<file path="config.mk">
export PLATFORM = sky130hd
export DESIGN_NAME = log_region_ring_pointers
export DESIGN_NICKNAME = d
export VERILOG_FILES = /design/src/design/lrrp_pkg.sv /design/src/design/lrrp_req_reg.sv /design/src/design/lrrp_ptr_file.sv /design/src/design/log_region_ring_pointers.sv
export SDC_FILE = /design/constraint.sdc
export NUM_CORES = 1
export LEC_CHECK = 0
export BUFFER_PORTS_ARGS = -buffer_cell sky130_fd_sc_hd__buf_2
export CAP_MARGIN = 5
export CORE_UTILIZATION = 39
export CTS_CLUSTER_SIZE = 30
export DETAILED_ROUTE_END_ITERATION = 8
export GPL_ROUTABILITY_DRIVEN = 0
export GPL_TIMING_DRIVEN = 1
export HOLD_SLACK_MARGIN = 0.15
export PLACE_DENSITY = 0.53
export SLEW_MARGIN = 10
export SYNTH_ARGS = -nofsm -noshare
export SYNTH_HDL_FRONTEND = slang
export SYNTH_HIERARCHICAL = 1
export SYNTH_SLANG_ARGS = --single-unit
</file>
<file path="constraint.sdc">
create_clock -name clock -period 6.99 [get_ports clock]
set_clock_uncertainty 0.05 [all_clocks]
set_input_delay 0.699 -clock clock [delete_from_list [all_inputs] [get_ports clock]]
set_output_delay 0.699 -clock clock [all_outputs]
set_load 0.01 [all_outputs]
</file>
<file path="src/design/lrrp_pkg.sv">
`timescale 1ns / 1ps
// Shared types, constants and address helpers for the log region ring pointers.
// No dependencies; imported by every module of the block.
package lrrp_pkg;

   // Flash layout
   localparam int HEADER_BYTES       = 256;
   localparam int EVENT_REGION_BYTES = 4096;
   localparam int EXP_REGION_BYTES   = 8192;
   localparam int EVENT_CHUNK_BYTES  = 256;
   localparam int EXP_CHUNK_BYTES    = 512;
   localparam int PAGE_BYTES         = 256;

   localparam int NUM_REGIONS = 6;
   localparam int ADDR_W      = 16;
   localparam int REGION_W    = 3;
   localparam int OP_W        = 2;

   // Region numbers with a meaning of their own
   localparam logic [REGION_W-1:0] REGION_EVENT   = REGION_W'(0);
   localparam logic [REGION_W-1:0] REGION_EXP_MIN = REGION_W'(1);
   localparam logic [REGION_W-1:0] REGION_EXP_MAX = REGION_W'(NUM_REGIONS - 1);
   localparam logic [REGION_W-1:0] REGION_LAST    = REGION_W'(NUM_REGIONS - 1);

   // Region start addresses
   localparam int EXP_BASE = HEADER_BYTES + EVENT_REGION_BYTES;
   localparam logic [ADDR_W-1:0] START_EVENT = ADDR_W'(HEADER_BYTES);
   localparam logic [ADDR_W-1:0] START_EXP1  = ADDR_W'(EXP_BASE);
   localparam logic [ADDR_W-1:0] START_EXP2  = ADDR_W'(EXP_BASE + EXP_REGION_BYTES);
   localparam logic [ADDR_W-1:0] START_EXP3  = ADDR_W'(EXP_BASE + 2 * EXP_REGION_BYTES);
   localparam logic [ADDR_W-1:0] START_EXP4  = ADDR_W'(EXP_BASE + 3 * EXP_REGION_BYTES);
   localparam logic [ADDR_W-1:0] START_EXP5  = ADDR_W'(EXP_BASE + 4 * EXP_REGION_BYTES);

   localparam logic [ADDR_W-1:0] SIZE_EVENT = ADDR_W'(EVENT_REGION_BYTES);
   localparam logic [ADDR_W-1:0] SIZE_EXP   = ADDR_W'(EXP_REGION_BYTES);

   // Increments pre-reduced modulo their region, so one subtract wraps them
   localparam logic [ADDR_W-1:0] STEP_EVENT_CHUNK = ADDR_W'(EVENT_CHUNK_BYTES % EVENT_REGION_BYTES);
   localparam logic [ADDR_W-1:0] STEP_EXP_CHUNK   = ADDR_W'(EXP_CHUNK_BYTES % EXP_REGION_BYTES);
   localparam logic [ADDR_W-1:0] STEP_EVENT_PAGE  = ADDR_W'(PAGE_BYTES % EVENT_REGION_BYTES);
   localparam logic [ADDR_W-1:0] STEP_EXP_PAGE    = ADDR_W'(PAGE_BYTES % EXP_REGION_BYTES);

   typedef enum logic [OP_W-1:0] {
      OP_PUSH_EVENT   = 2'd0,
      OP_PUSH_EXP     = 2'd1,
      OP_FETCH_OLDEST = 2'd2
   } op_type;

   // Op code with no meaning to the block: no result, no state change
   localparam logic [OP_W-1:0] OP_UNUSED = 2'd3;

   // Registered request handed from the input stage to the pointer stage
   typedef struct packed {
      logic                valid;
      op_type              op;
      logic [REGION_W-1:0] region;
   } req_type;

   function automatic logic [ADDR_W-1:0] region_start(input logic [REGION_W-1:0] r);
      logic [ADDR_W-1:0] s;
      case (r)
         3'd0:    s = START_EVENT;
         3'd1:    s = START_EXP1;
         3'd2:    s = START_EXP2;
         3'd3:    s = START_EXP3;
         3'd4:    s = START_EXP4;
         3'd5:    s = START_EXP5;
         default: s = START_EVENT;
      endcase
      return s;
   endfunction

   function automatic logic [ADDR_W-1:0] region_size(input logic [REGION_W-1:0] r);
      return (r == REGION_EVENT) ? SIZE_EVENT : SIZE_EXP;
   endfunction

endpackage

</file>
<file path="src/design/lrrp_req_reg.sv">
`timescale 1ns / 1ps
// Input register: checks and captures one request word per cycle.
// Depends on lrrp_pkg.
module lrrp_req_reg
   import lrrp_pkg::*;
(
   input  logic                clock,
   input  logic                reset,
   input  logic                accept,
   input  logic [OP_W-1:0]     req_op,
   input  logic [REGION_W-1:0] req_exp_region,
   output req_type             req
);

   logic                valid_ff, valid_in;
   op_type              op_ff, op_in;
   logic [REGION_W-1:0] region_ff, region_in;

   // Decode; unused op codes and bad experiment regions are dropped here
   always_comb begin
      valid_in  = 1'b0;
      op_in     = OP_PUSH_EVENT;
      region_in = REGION_EVENT;
      case (req_op)
         OP_PUSH_EVENT: begin
            valid_in = accept;
         end
         OP_PUSH_EXP: begin
            op_in     = OP_PUSH_EXP;
            region_in = req_exp_region;
            valid_in  = accept && (req_exp_region >= REGION_EXP_MIN)
                               && (req_exp_region <= REGION_EXP_MAX);
         end
         OP_FETCH_OLDEST: begin
            op_in    = OP_FETCH_OLDEST;
            valid_in = accept;
         end
         default: begin
            valid_in = 1'b0;
         end
      endcase
   end

   always_ff @(posedge clock) begin
      if (reset) begin
         valid_ff <= 1'b0;
      end else begin
         valid_ff <= valid_in;
      end
   end

   always_ff @(posedge clock) begin
      op_ff     <= op_in;
      region_ff <= region_in;
   end

   assign req.valid  = valid_ff;
   assign req.op     = op_ff;
   assign req.region = region_ff;

endmodule

</file>
<file path="src/design/lrrp_ptr_file.sv">
`timescale 1ns / 1ps
// Pointer stage: write and oldest pointers, round-robin fetch pointer,
// ring advance and the result register. Depends on lrrp_pkg.
module lrrp_ptr_file
   import lrrp_pkg::*;
(
   input  logic                clock,
   input  logic                reset,
   input  req_type             req,
   output logic                rsp_valid,
   output logic [ADDR_W-1:0]   rsp_flash_addr,
   output logic [REGION_W-1:0] rsp_region_kind
);

   logic [ADDR_W-1:0]   write_ff  [NUM_REGIONS];
   logic [ADDR_W-1:0]   oldest_ff [NUM_REGIONS];
   logic [REGION_W-1:0] rr_ff, rr_in;

   logic                fetch;
   logic [REGION_W-1:0] region;
   logic [ADDR_W-1:0]   addr, start, size, step, offset, next_ptr;
   logic [ADDR_W:0]     sum, wrapped;

   logic                rsp_valid_ff;
   logic [ADDR_W-1:0]   rsp_addr_ff;
   logic [REGION_W-1:0] rsp_kind_ff;

   // Pick the region and its current pointer
   always_comb begin
      fetch  = (req.op == OP_FETCH_OLDEST);
      region = fetch ? rr_ff : req.region;
      addr   = fetch ? oldest_ff[region] : write_ff[region];
      start  = region_start(region);
      size   = region_size(region);
      case (req.op)
         OP_PUSH_EVENT:   step = STEP_EVENT_CHUNK;
         OP_PUSH_EXP:     step = STEP_EXP_CHUNK;
         OP_FETCH_OLDEST: step = (region == REGION_EVENT) ? STEP_EVENT_PAGE : STEP_EXP_PAGE;
         default:         step = '0;
      endcase
   end

   // Ring advance: offset plus step, one conditional subtract
   always_comb begin
      offset   = addr - start;
      sum      = {1'b0, offset} + {1'b0, step};
      wrapped  = (sum >= {1'b0, size}) ? (sum - {1'b0, size}) : sum;
      next_ptr = start + wrapped[ADDR_W-1:0];
      rr_in    = (rr_ff == REGION_LAST) ? REGION_EVENT : rr_ff + REGION_W'(1);
   end

   // Pointer state
   always_ff @(posedge clock) begin
      if (reset) begin
         for (int i = 0; i < NUM_REGIONS; i++) begin
            write_ff[i]  <= region_start(REGION_W'(i));
            oldest_ff[i] <= region_start(REGION_W'(i));
         end
         rr_ff <= REGION_EVENT;
      end else if (req.valid) begin
         if (fetch) begin
            oldest_ff[region] <= next_ptr;
            rr_ff             <= rr_in;
         end else begin
            write_ff[region] <= next_ptr;
         end
      end
   end

   // Result register
   always_ff @(posedge clock) begin
      if (reset) begin
         rsp_valid_ff <= 1'b0;
      end else begin
         rsp_valid_ff <= req.valid;
      end
   end

   always_ff @(posedge clock) begin
      rsp_addr_ff <= addr;
      rsp_kind_ff <= region;
   end

   assign rsp_valid       = rsp_valid_ff;
   assign rsp_flash_addr  = rsp_addr_ff;
   assign rsp_region_kind = rsp_kind_ff;

endmodule

</file>
<file path="src/design/log_region_ring_pointers.sv">
`timescale 1ns / 1ps
// Ring pointer manager for a flash log area: one event region and five
// experiment regions after the header. A request is taken at any clock edge
// with start high and busy low, one per cycle; busy is high only in reset and
// the cycle after it. The result (chunk or oldest page address and the region
// served) passes the input register and then the pointer update and result
// register, and appears for one cycle with rsp_valid high. The receiver cannot
// stall. Unused op codes and bad experiment regions give no result. Chunks
// never run past the end of their region.
// Depends on lrrp_pkg, lrrp_req_reg, lrrp_ptr_file.
module log_region_ring_pointers
   import lrrp_pkg::*;
(
   input  logic                clock,
   input  logic                reset,
   input  logic                start,
   output logic                busy,
   input  logic [OP_W-1:0]     req_op,
   input  logic [REGION_W-1:0] req_exp_region,
   output logic                rsp_valid,
   output logic [ADDR_W-1:0]   rsp_flash_addr,
   output logic [REGION_W-1:0] rsp_region_kind
);

   logic    busy_ff;
   logic    accept;
   req_type req;

   // Hold requests off while coming out of reset
   always_ff @(posedge clock) begin
      busy_ff <= reset;
   end

   assign busy   = busy_ff;
   assign accept = start && !busy_ff;

   lrrp_req_reg u_req_reg (
      .clock          (clock),
      .reset          (reset),
      .accept         (accept),
      .req_op         (req_op),
      .req_exp_region (req_exp_region),
      .req            (req)
   );

   lrrp_ptr_file u_ptr_file (
      .clock           (clock),
      .reset           (reset),
      .req             (req),
      .rsp_valid       (rsp_valid),
      .rsp_flash_addr  (rsp_flash_addr),
      .rsp_region_kind (rsp_region_kind)
   );

endmodule

</file>
==> metrics.csv, run 1 <==
stage;metric;value;unit
synth;yosys_warnings;6;
clock_tree;clk_pin_slew;0.06;ns
floorplan;start_util;39.8;%
placement;dp_slack;0.0120;ns
placement;dpl.hpwl;25000;um
synth;synth_area;13000;sq um
clock_tree;cts_inserted_buffers;30;
setup_path;cp.required;7.22;ns
timing;period_share;96.9;%
routing;drtIter0Drc;803;
finish;fill_cells;3050;
routing;wl_per_cell;25.0;um
timing;finalSetupViolCount;0;
clock_tree;cts_tree;yes;
floorplan;die_area;34100;sq um
routing;dr.pass1.iters;5;
synth;synth_edf_count;256;
pwr;power_density;282;nW/um^2
setup_path;crit_path_cell_trace;nand2b_4 -> mux2i_4 -> buf_6 -> buf_4 -> o221ai_1 -> o211a_1 -> or2_1 -> a311o_1 -> o311ai_1 -> xnor2_2 -> ha_1 -> nand3_1 -> a2111oi_1 -> o2111ai_1 -> and4b_1 -> mux2_2 -> ha_1 -> or2_2 -> a21oi_1 -> a21oi_1 -> xnor3_1 -> buf_4 -> nand2_1;
synth;synth_top_area_share;59.1;%
floorplan;io_pins;29;
global_route;grt_pass1_vias;8931;
synth;synth_ff_type;edfxtp_1;
clock_tree;clkSinkCount;286;
pwr;power.leakage;5.54;nW
global_route;antenna_found_initial;1;
floorplan;coreArea;32700;sq um
setup_path;critPathSlowestCell;mux2i_4;
floorplan;placementRows;66;
floorplan;dieHeight;185;um
setup_path;end_kind;register;
routing;avgViaCountPerCell;5.82;
min_path;hold-path-cell-count;1;
routing;drc;0;
routing;drt_wl_total;39300;um
min_path;hold_end;busy;
timing;max_slew_margin;25.2;%
synth;ys_seq_area_share;63.7;%
timing;max_slew.worst_pin.slew;1.12;ns
min_path;hold_path.startpoint;reset;
finish;diodes;0;
finish;drive_gt1_share;16.6;%
timing;fin_setup_tns;0;ns
finish;finalNetCount;1126;
synth;synthTopCellsByArea;edfxtp_1 (59%), dfxtp_1 (4.6%), nor2_1 (4.3%);
clock_tree;clkLatencyLatePin;0.57;ns
synth;synthesis.nets;1084;
placement;io_buffers;28;
setup_path;start_kind;register;
setup_path;timing.rr.start;u_req_reg/op_ff[0];
setup_path;path_max_fanout;15;
pwr;power.total;4.19;mW
global_route;grt_pass1_wl;57200;um
synth;synthCells;1061;
timing;max_freq;148;MHz
timing;slew_viol_final;0;
global_route;grt_max_degree;50;
timing;finalWorstSetupSlack;0.217;ns
clock_tree;cts.path.max_buffers;3;
clock_tree;cts_hold_buffers;0;
global_route;overflow;0;
setup_path;rr_worst_depth;23;
setup_path;critPathKind;reg2reg;
global_route;grt.total_usage;23.1;%
timing;hold_violations;0;
floorplan;die_w;185;um
clock_tree;htreeDepth;1;
setup_path;cp.arrival;7.00;ns
routing;ant_nets;0;
synth;async_reset_ff_share;0;%
synth;syn_avg_cell_area;12.3;sq um
timing;layout_min_cycle_time;6.77;ns
outcome;outcome;finished, final reports clean;
setup_path;r2r_slack;0.22;ns
setup_path;reg2reg_to;u_ptr_file/oldest_ff[7][15];
finish;final_util;45.4;%
synth;ys_ff_latch;286;
synth;synthDistinctLibCells;83;
min_path;hold_path_class;in2reg;
routing;vias;9133;
synth;yosysTopAreaCell;edfxtp_1;
setup_path;slowest_delay;0.42;ns
pwr;peakVddDrop;0.209;mV
finish;syn_to_final_growth;14.2;%
job;max_cap_violations;0;
clock_tree;cts-root-buf;clkbuf_16;
[Yosys cell counts (5+ instances only)]
cell type / count
edfxtp_1: 256
nor2_1: 148
nand2_1: 101
mux2i_1: 43
clkbuf_1: 38
inv_1: 38
nor3_1: 37
o21ai_0: 31
dfxtp_1: 30
nand3_1: 30
a221oi_1: 29
and2_1: 22
a21oi_1: 18
a211oi_1: 17
buf_2: 16
o221ai_1: 15
a31oi_1: 13
ha_1: 13
xnor2_1: 10
buf_1: 9
a221o_1: 8
mux2_2: 8
nor2_2: 8
nand2b_1: 7
and3_1: 5
buf_4: 5
buf_6: 5
o211ai_1: 5
o221ai_2: 5
o22ai_1: 5
[sequential cells by signal, summed over array words and instances, names as in the netlist]
name	cells
u_ptr_file/oldest_ff	128
u_ptr_file/write_ff	128
u_req_reg/op_ff	2
u_ptr_file/rsp_flash_addr	16
u_req_reg/valid_ff	1
u_ptr_file/rsp_region_kind	3
u_req_reg/region_ff	3
u_ptr_file/rr_ff	3
busy	1
u_ptr_file/rsp_valid	1
[layout make-up]
| cell class | instances | area, sq um | area share, % |
|---|---|---|---|
| flip-flops and latches | 286 | 8290 | 55.9 |
| repair buffers | 82 | 566 | 3.81 |
| multi-input cells | 662 | 4360 | 29.4 |
| clock buffers | 42 | 816 | 5.49 |
| well taps | 442 | 553 | 3.72 |
| inverters | 41 | 156 | 1.05 |
| clock inverters | 14 | 106 | 0.716 |
[layer usage]
| layer | part of all wire (%) | vias to the layer above | GRT usage [%] |
|---|---|---|---|
| met1 | 44 | 4615 | 31.7 |
| li1 | - | 4052 | - |
| met4 | 3.4 | 2 | 8.50 |
| met2 | 46 | 374 | 37.2 |
| met5 | 0.033 | - | 0 |
| met3 | 6.3 | 90 | 3.34 |
[critical path: cells and delay by family (launching register included)]
kind,cells,cell delay [ns]
xor gates and xnor gates,2,0.39
buffers and inverters,3,0.85
AOI/OAI and AO/OA,8,1.93
muxes,2,0.71
and+or+nand+nor,6,1.46
adders and majority gates,2,0.65
DFF,1,0.41
[how the worst max path moves through the flow]
stage	start	to	slack, ns	cells past startpoint
3_3_place_gp	u_req_reg/op_ff[1]	u_ptr_file/write_ff[6][15]	0.19	25
2_1_floorplan	u_req_reg/op_ff[0]	u_ptr_file/write_ff[5][15]	0.58	30
4_1_cts	u_req_reg/op_ff[0]	u_ptr_file/oldest_ff[7][15]	0.05	23
3_5_place_dp	u_req_reg/op_ff[1]	u_ptr_file/oldest_ff[6][15]	0.01	25
5_1_grt	u_req_reg/op_ff[0]	u_ptr_file/oldest_ff[7][15]	-0.02	23
6_report	u_req_reg/op_ff[0]	u_ptr_file/oldest_ff[7][15]	0.22	23
[per-stage QoR]
stage	cell area, sq um	instances	hold WS [ns]
CTS	14700	1563	0.255
floorplan	13000	1061	0.491
global route	14800	1569	0.271
detailed placement	13800	1506	0.535
finish	14800	1569	0.260
global placement	13800	1506	0.530
[timing repair]
action                                  in CTS  in global routing
setup buffers                                1                  5
gates cloned                                 0                  1
resized for setup                            0                 22
endpoints found under the setup margin       6                 16
pin swaps                                    0                  3
[power breakdown]
| part | leakage [nW] | internal [mW] | switching [mW] |
|---|---|---|---|
| clock | 0.449 | 0.849 | 0.662 |
| combinational | 2.34 | 0.251 | 0.508 |
| sequential | 2.75 | 1.90 | 0.0188 |
| total | 5.54 | 3.00 | 1.19 |
[placed cells by master (no fill, tap or decap), types with 4 or more instances in the layout]
cell type and n:
a211oi_1 17, nor3_1 32, buf_4 51, o22ai_1 5, a22oi_1 4, o21ai_0 30, nor3_2 4, dfxtp_1 26
and2_1 22, nand2_1 101, clkbuf_1 10, o211ai_1 5, nor2_2 9, o221ai_2 6, inv_1 38, nand3_1 30
ha_1 12, clkinv_1 5, edfxtp_1 256, nand2b_1 7, mux2i_1 42, nor2_1 147, a31oi_1 13, xnor2_1 8
a221oi_1 29, o221ai_1 14, a2bb2oi_1 4, clkbuf_16 30, mux2_2 5, clkinv_2 5, and3_1 5, o311ai_1 4
a21oi_1 18, dfxtp_2 4, xor2_1 4, a221o_1 8, a21o_1 4, buf_2 28
[cell families after synthesis]
kind of cell    synth area share (%)
simple gates                    13.6
mux                             4.28
buf+inv                         3.88
flops                           63.7
fa+ha+maj                       1.56
xor+xnor                        1.12
compound gates                  11.8
No activity file was read; power rests on OpenSTA's default activity.
==> run 2: changes to the inputs <==
--- a/config.mk
+++ b/config.mk
@@ -8,6 +8,7 @@
 export BUFFER_PORTS_ARGS = -buffer_cell sky130_fd_sc_hd__buf_2
 export CAP_MARGIN = 5
 export CORE_UTILIZATION = 39
+export CTS_BUF_LIST = sky130_fd_sc_hd__clkbuf_4 sky130_fd_sc_hd__clkbuf_8
 export CTS_CLUSTER_SIZE = 30
 export DETAILED_ROUTE_END_ITERATION = 8
 export GPL_ROUTABILITY_DRIVEN = 0
==> run 2 against run 1 <==
Against the previous run:
- register-to-register slack improved by 0.02 ns
- largest cell class unchanged
- setup slack better by 0.024 ns
- count of clock-buffer cells in the layout increased by 27
- cell count grew 2.0%
- total power shrank 1.2%
- sequential power barely moved
- utilization hardly changed
- routed wire length is 0.13% lower
- critical path depth is the same
- sequential share of layout area is 0.065 points lower
==> metrics.csv, run 2 (synthesized netlist as in run 1, its figures left out) <==
stage;metric;value;unit;change
placement;post-place-cells;1506;;unchanged
timing;max_freq;148;MHz;+0.36%
timing;max_slew.worst_pin.slew;1.11;ns;-0.00713 ns
timing;hold_slack;0.249;ns;-0.0109 ns
floorplan;die_w;185;um;unchanged
timing;hold_violations;0;;unchanged
routing;wl_per_cell;24.5;um;-2.1%
global_route;antenna_found_initial;1;;unchanged
timing;layout_min_cycle_time;6.75;ns;-0.0243 ns
setup_path;cp.arrival;6.98;ns;-0.02 ns
pwr;power.total;4.14;mW;-1.2%
routing;drtIter0Drc;754;;-6.1%
finish;layout_commonest_cell;edfxtp_1;;
global_route;grt_pass1_vias;9099;;+1.9%
job;max_cap_violations;0;;unchanged
setup_path;critPathKind;reg2reg;;
timing;finalWorstSetupSlack;0.242;ns;+0.0243 ns
floorplan;placementRows;66;;unchanged
routing;avgViaCountPerCell;5.75;;-1.2%
floorplan;die_area;34100;sq um;unchanged
placement;io_buffers;28;;unchanged
clock_tree;clkSinkCount;286;;unchanged
timing;finalSetupViolCount;0;;unchanged
finish;drive_gt1_share;19.3;%;+2.8 points
global_route;grt_max_degree;50;;unchanged
min_path;hold_path.startpoint;reset;;
routing;drc;0;;unchanged
setup_path;start_kind;register;;
clock_tree;cts_hold_buffers;0;;unchanged
clock_tree;cts_inserted_buffers;48;;+60%
clock_tree;htreeDepth;2;;+1
clock_tree;clkLatencyLatePin;0.59;ns;+0.02 ns
min_path;hold_path_class;in2reg;;
routing;drt_wl_total;39200;um;-0.13%
clock_tree;cts_tree;yes;;
timing;fin_setup_tns;0;ns;unchanged
timing;max_slew_margin;25.6;%;+0.48 points
setup_path;path_max_fanout;15;;unchanged
placement;dpl.hpwl;25000;um;unchanged
setup_path;end_kind;register;;
pwr;power_density;279;nW/um^2;-1.3%
routing;dr.pass1.iters;5;;unchanged
routing;ant_nets;0;;unchanged
setup_path;cp.required;7.22;ns;about the same
setup_path;startpoint;u_req_reg/op_ff[0];;
finish;finalNetCount;1144;;+1.6%
clock_tree;cts.path.max_buffers;3;;unchanged
floorplan;start_util;39.8;%;unchanged
timing;rsz0062_at_grt;no;;
clock_tree;cts-root-buf;clkbuf_8;;
global_route;grt_pass1_wl;57700;um;+0.82%
finish;fill_cells;3084;;+1.1%
finish;syn_to_final_growth;14.3;%;
floorplan;dieHeight;185;um;unchanged
finish;layout_common_cells;edfxtp_1 (256), nor2_1 (147), nand2_1 (101), clkbuf_8 (51), buf_4 (50);;
pwr;peakVddDrop;0.158;mV;-24%
routing;vias;9198;;+0.71%
placement;dp_slack;0.0120;ns;unchanged
outcome;outcome;finished, final reports clean;;
setup_path;timing.rr.start;u_req_reg/op_ff[0];;
finish;diodes;0;;unchanged
global_route;overflow;0;;unchanged
global_route;grt.total_usage;23.4;%;+0.29 points
floorplan;io_pins;29;;unchanged
finish;fin_cells;1600;;+2.0%
timing;period_share;96.5;%;-0.35 points
floorplan;coreArea;32700;sq um;unchanged
clock_tree;clk_pin_slew;0.06;ns;about the same
timing;slew_viol_final;0;;unchanged
pwr;power.leakage;5.59;nW;+1.0%
run 2: routing by layer:
metal	part of all wire, %	GRT usage, %	vias up
met2	46	36.9	400
met1	43	31.9	4605
met4	3.5	9.90	0
li1	-	-	4088
met3	7.3	3.81	105
met5	0	0	-
run 2: timing repair:
action / CTS / global route
gates resized for setup: 0 / 19
endpoints found under the setup margin: 3 / 16
buffers inserted: 2 / 5
pin swaps: 0 / 3
endpoints found under the hold margin: 0 / 0
gates cloned: 0 / 0
run 2: critical path: stages, from the launching register on:
cell,delay (ns)
dfxtp_2,0.39
nand2b_4,0.27
mux2i_4,0.39
buf_6,0.27
buf_4,0.32
o221ai_1,0.32
o211a_1,0.34
or2_1,0.39
a311o_1,0.37
o311ai_1,0.16
xnor2_2,0.13
ha_1,0.34
nand3_1,0.09
a2111oi_1,0.35
o2111ai_1,0.23
and4b_1,0.31
mux2_2,0.29
ha_1,0.31
or2_2,0.30
a21oi_1,0.14
a21oi_1,0.06
xnor3_1,0.27
buf_6,0.20
nand2_1,0.11
run 2: path summary, 6_finish.rpt:
kind	slack, ns	cells after the start	end
worst min register to register	0.54	3	u_req_reg/valid_ff
worst min-delay path	0.25	1	busy
worst max-delay path	0.24	23	u_ptr_file/oldest_ff[7][15]
worst max register to register	0.24	23	u_ptr_file/oldest_ff[7][15]
run 2: per-stage QoR:
step                cell area [sq um]  util (%)
floorplan                       13000         -
global placement                13800      42.2
detailed placement              13800      42.2
CTS                             14700      45.1
global route                    14900      45.5
finish                          14900      45.5
run 2: area by class of cell:
class,count,area [sq um],share of cell area [%]
sequential,286,8290,55.8
tap,442,553,3.72
clock inverter,18,95.1,0.640
inverter,41,154,1.04
clock buffer,69,837,5.63
multi-input combinational,661,4340,29.2
timing repair buffer,83,589,3.96
run 2: where the power goes:
part	switching [mW]	internal (mW)	leakage (nW)	total, mW
registers	0.0184	1.91	2.75	1.92
clock network	0.681	0.773	0.505	1.45
logic	0.510	0.255	2.34	0.765
total	1.21	2.93	5.59	4.14
==> run 3: changes to the inputs <==
==> constraint.sdc (replaced) <==
create_clock -name clock -period 8.15 [get_ports clock]
set_clock_uncertainty 0.05 [all_clocks]
set_input_delay 0.815 -clock clock [delete_from_list [all_inputs] [get_ports clock]]
set_output_delay 0.815 -clock clock [all_outputs]
set_load 0.01 [all_outputs]
==> run 3 against run 2 <==
Against the previous run:
- combinational power fell by 18%
- flip-flop and latch count did not move
- via count decreased by 0.71%
- die area unchanged
- sequential power decreased by 14%
- utilization decreased by 0.37 points
- setup slack better by 0.42 ns
- non-clock buffer count decreased by 24
- maximum frequency fell by 9.9%
- critical endpoint is now u_ptr_file/write_ff[7][15]
- largest cell class unchanged
- largest power group unchanged
==> metrics.csv, run 3 (synthesized netlist as in run 1, its figures left out) <==
stage;metric;value;unit;change
global_route;grt.total_usage;23.3;%;-0.13 points
global_route;grt_max_degree;40;;-20%
timing;fin_setup_tns;0;ns;unchanged
routing;drtIter0Drc;749;;-0.66%
finish;drive_gt1_share;17.0;%;-2.4 points
timing;rsz0062_at_grt;no;;
timing;max_slew.worst_pin.slew;1.16;ns;+0.0454 ns
routing;wl_met2;18600;um;+3.6%
finish;finalNetCount;1121;;-2.0%
setup_path;end_kind;register;;
routing;ant_nets;0;;unchanged
setup_path;cp.required;8.38;ns;+1.16 ns
floorplan;start_util;39.8;%;unchanged
setup_path;cp.arrival;7.72;ns;+0.74 ns
placement;io_buffers;28;;unchanged
setup_path;start_kind;register;;
finish;diodes;0;;unchanged
clock_tree;clkLatencyLatePin;0.60;ns;about the same
floorplan;die_w;185;um;unchanged
finish;fill_cells;3085;;+0.032%
global_route;grt_pass1_vias;8911;;-2.1%
timing;hold_violations;0;;unchanged
global_route;antenna_found_initial;0;;-1
routing;drc;0;;unchanged
global_route;grt_pass1_wl;57200;um;-0.72%
timing;slew_viol_final;0;;unchanged
clock_tree;cts.path.max_buffers;3;;unchanged
routing;wl_met1;16900;um;-1.1%
clock_tree;cts_hold_buffers;0;;unchanged
floorplan;die_area;34100;sq um;unchanged
floorplan;placementRows;66;;unchanged
min_path;hold_path_class;in2reg;;
setup_path;path_max_fanout;20;;+5
routing;met3_wirelength;2740;um;-4.7%
routing;highest_layer;met4;;
setup_path;critPathKind;reg2reg;;
floorplan;coreArea;32700;sq um;unchanged
clock_tree;cts_inserted_buffers;49;;+2.1%
floorplan;io_pins;29;;unchanged
global_route;overflow;0;;unchanged
clock_tree;cts_tree;yes;;
clock_tree;cts-root-buf;clkbuf_8;;
finish;syn_to_final_growth;13.4;%;
clock_tree;ctsResizeCount;0;;unchanged
placement;dpl.hpwl;24300;um;-2.5%
finish;layout_commonest_cell;edfxtp_1;;
finish;layout_common_cells;edfxtp_1 (256), nor2_1 (148), nand2_1 (101), clkbuf_8 (51), mux2i_1 (42);;
job;max_cap_violations;0;;unchanged
pwr;power_density;252;nW/um^2;-9.6%
routing;dr.pass1.iters;5;;unchanged
timing;period_share;91.9;%;-4.7 points
timing;finalSetupViolCount;0;;unchanged
routing;vias;9133;;-0.71%
clock_tree;clk_pin_slew;0.06;ns;about the same
pwr;peakVddDrop;0.155;mV;-1.7%
outcome;outcome;finished, final reports clean;;
floorplan;dieHeight;185;um;unchanged
timing;finalWorstSetupSlack;0.663;ns;+0.422 ns
clock_tree;post_cts_buffers;0;;-2
pwr;power.leakage;5.50;nW;-1.7%
clock_tree;clkSinkCount;286;;unchanged
routing;drt_wl_total;39200;um;about the same
routing;wl_per_cell;24.8;um;+1.3%
timing;max_slew_margin;22.6;%;-3.0 points
timing;max_freq;134;MHz;-9.9%
routing;avgViaCountPerCell;5.78;;+0.55%
clock_tree;htreeDepth;2;;unchanged
timing;layout_min_cycle_time;7.49;ns;+0.738 ns
placement;dp_slack;0.696;ns;+0.684 ns
==> run 3: cell types whose count changed in the layout (fill, tap and decap cells not counted), sizes merged <==
cell	change
clkbuf	-5
buf	-24
bufinv	+6
clkinv	+2
clkinvlp	+1
==> run 3: worst max-delay path, stage by stage (launching register included) <==
cell       delay, ns
dfxtp_1         0.43
nand2b_4        0.31
mux2i_4         0.62
inv_2           0.43
a211oi_1        0.33
o221ai_2        0.18
and2_1          0.22
inv_1           0.08
ha_1            0.35
o2111ai_1       0.21
a22oi_2         0.34
nand3_1         0.13
o31ai_1         0.11
nand2_1         0.11
xnor2_1         0.32
ha_1            0.31
a21oi_1         0.16
nor4b_2         0.30
nor2_1          0.09
and4b_1         0.33
mux2_2          0.35
ha_1            0.31
or2_2           0.30
a21oi_1         0.15
a21oi_1         0.06
xnor3_1         0.19
buf_4           0.24
nand2_1         0.12
==> run 3: final timing paths <==
check                      from                    endpoint  slack, ns  cells past startpoint
min reg2reg                busy          u_req_reg/valid_ff       0.53                      3
min                       reset                        busy       0.35                      1
max          u_req_reg/op_ff[0]  u_ptr_file/write_ff[7][15]       0.66                     27
max reg2reg  u_req_reg/op_ff[0]  u_ptr_file/write_ff[7][15]       0.66                     27
==> run 3: area by class of cell <==
cell class	instances	area [sq um]	share of cell area (%)
well taps	442	553	3.75
clock buffers	64	800	5.42
inverters	41	154	1.04
multi-input cells	661	4280	29.0
clock inverters	27	294	1.99
flip-flops and latches	286	8290	56.2
repair buffers	59	373	2.53
==> run 3: report_power, final <==
part | internal (mW) | switching [mW]
registers | 1.63 | 0.0136
logic | 0.193 | 0.433
clock network | 0.838 | 0.605
total | 2.66 | 1.05
==> run 3: routing by layer <==
metal	vias up	track usage (%)
li1	4036	-
met1	4627	31.2
met2	386	38.2
met3	84	4.11
met4	0	7.43
met5	-	0
==> run 3: metrics by stage <==
stage          std cells  utilization, %  area (sq um)  power, mW  hold WS (ns)
6_report            1580            45.1         14700       3.72         0.345
3_5_place_dp        1489            41.7         13600       2.30         0.541
3_3_place_gp        1489            41.7         13600       2.30         0.533
5_1_grt             1580            45.1         14700       3.85         0.333
2_1_floorplan       1061               -         13000       2.07         0.491
4_1_cts             1580            45.1         14700       3.74         0.322
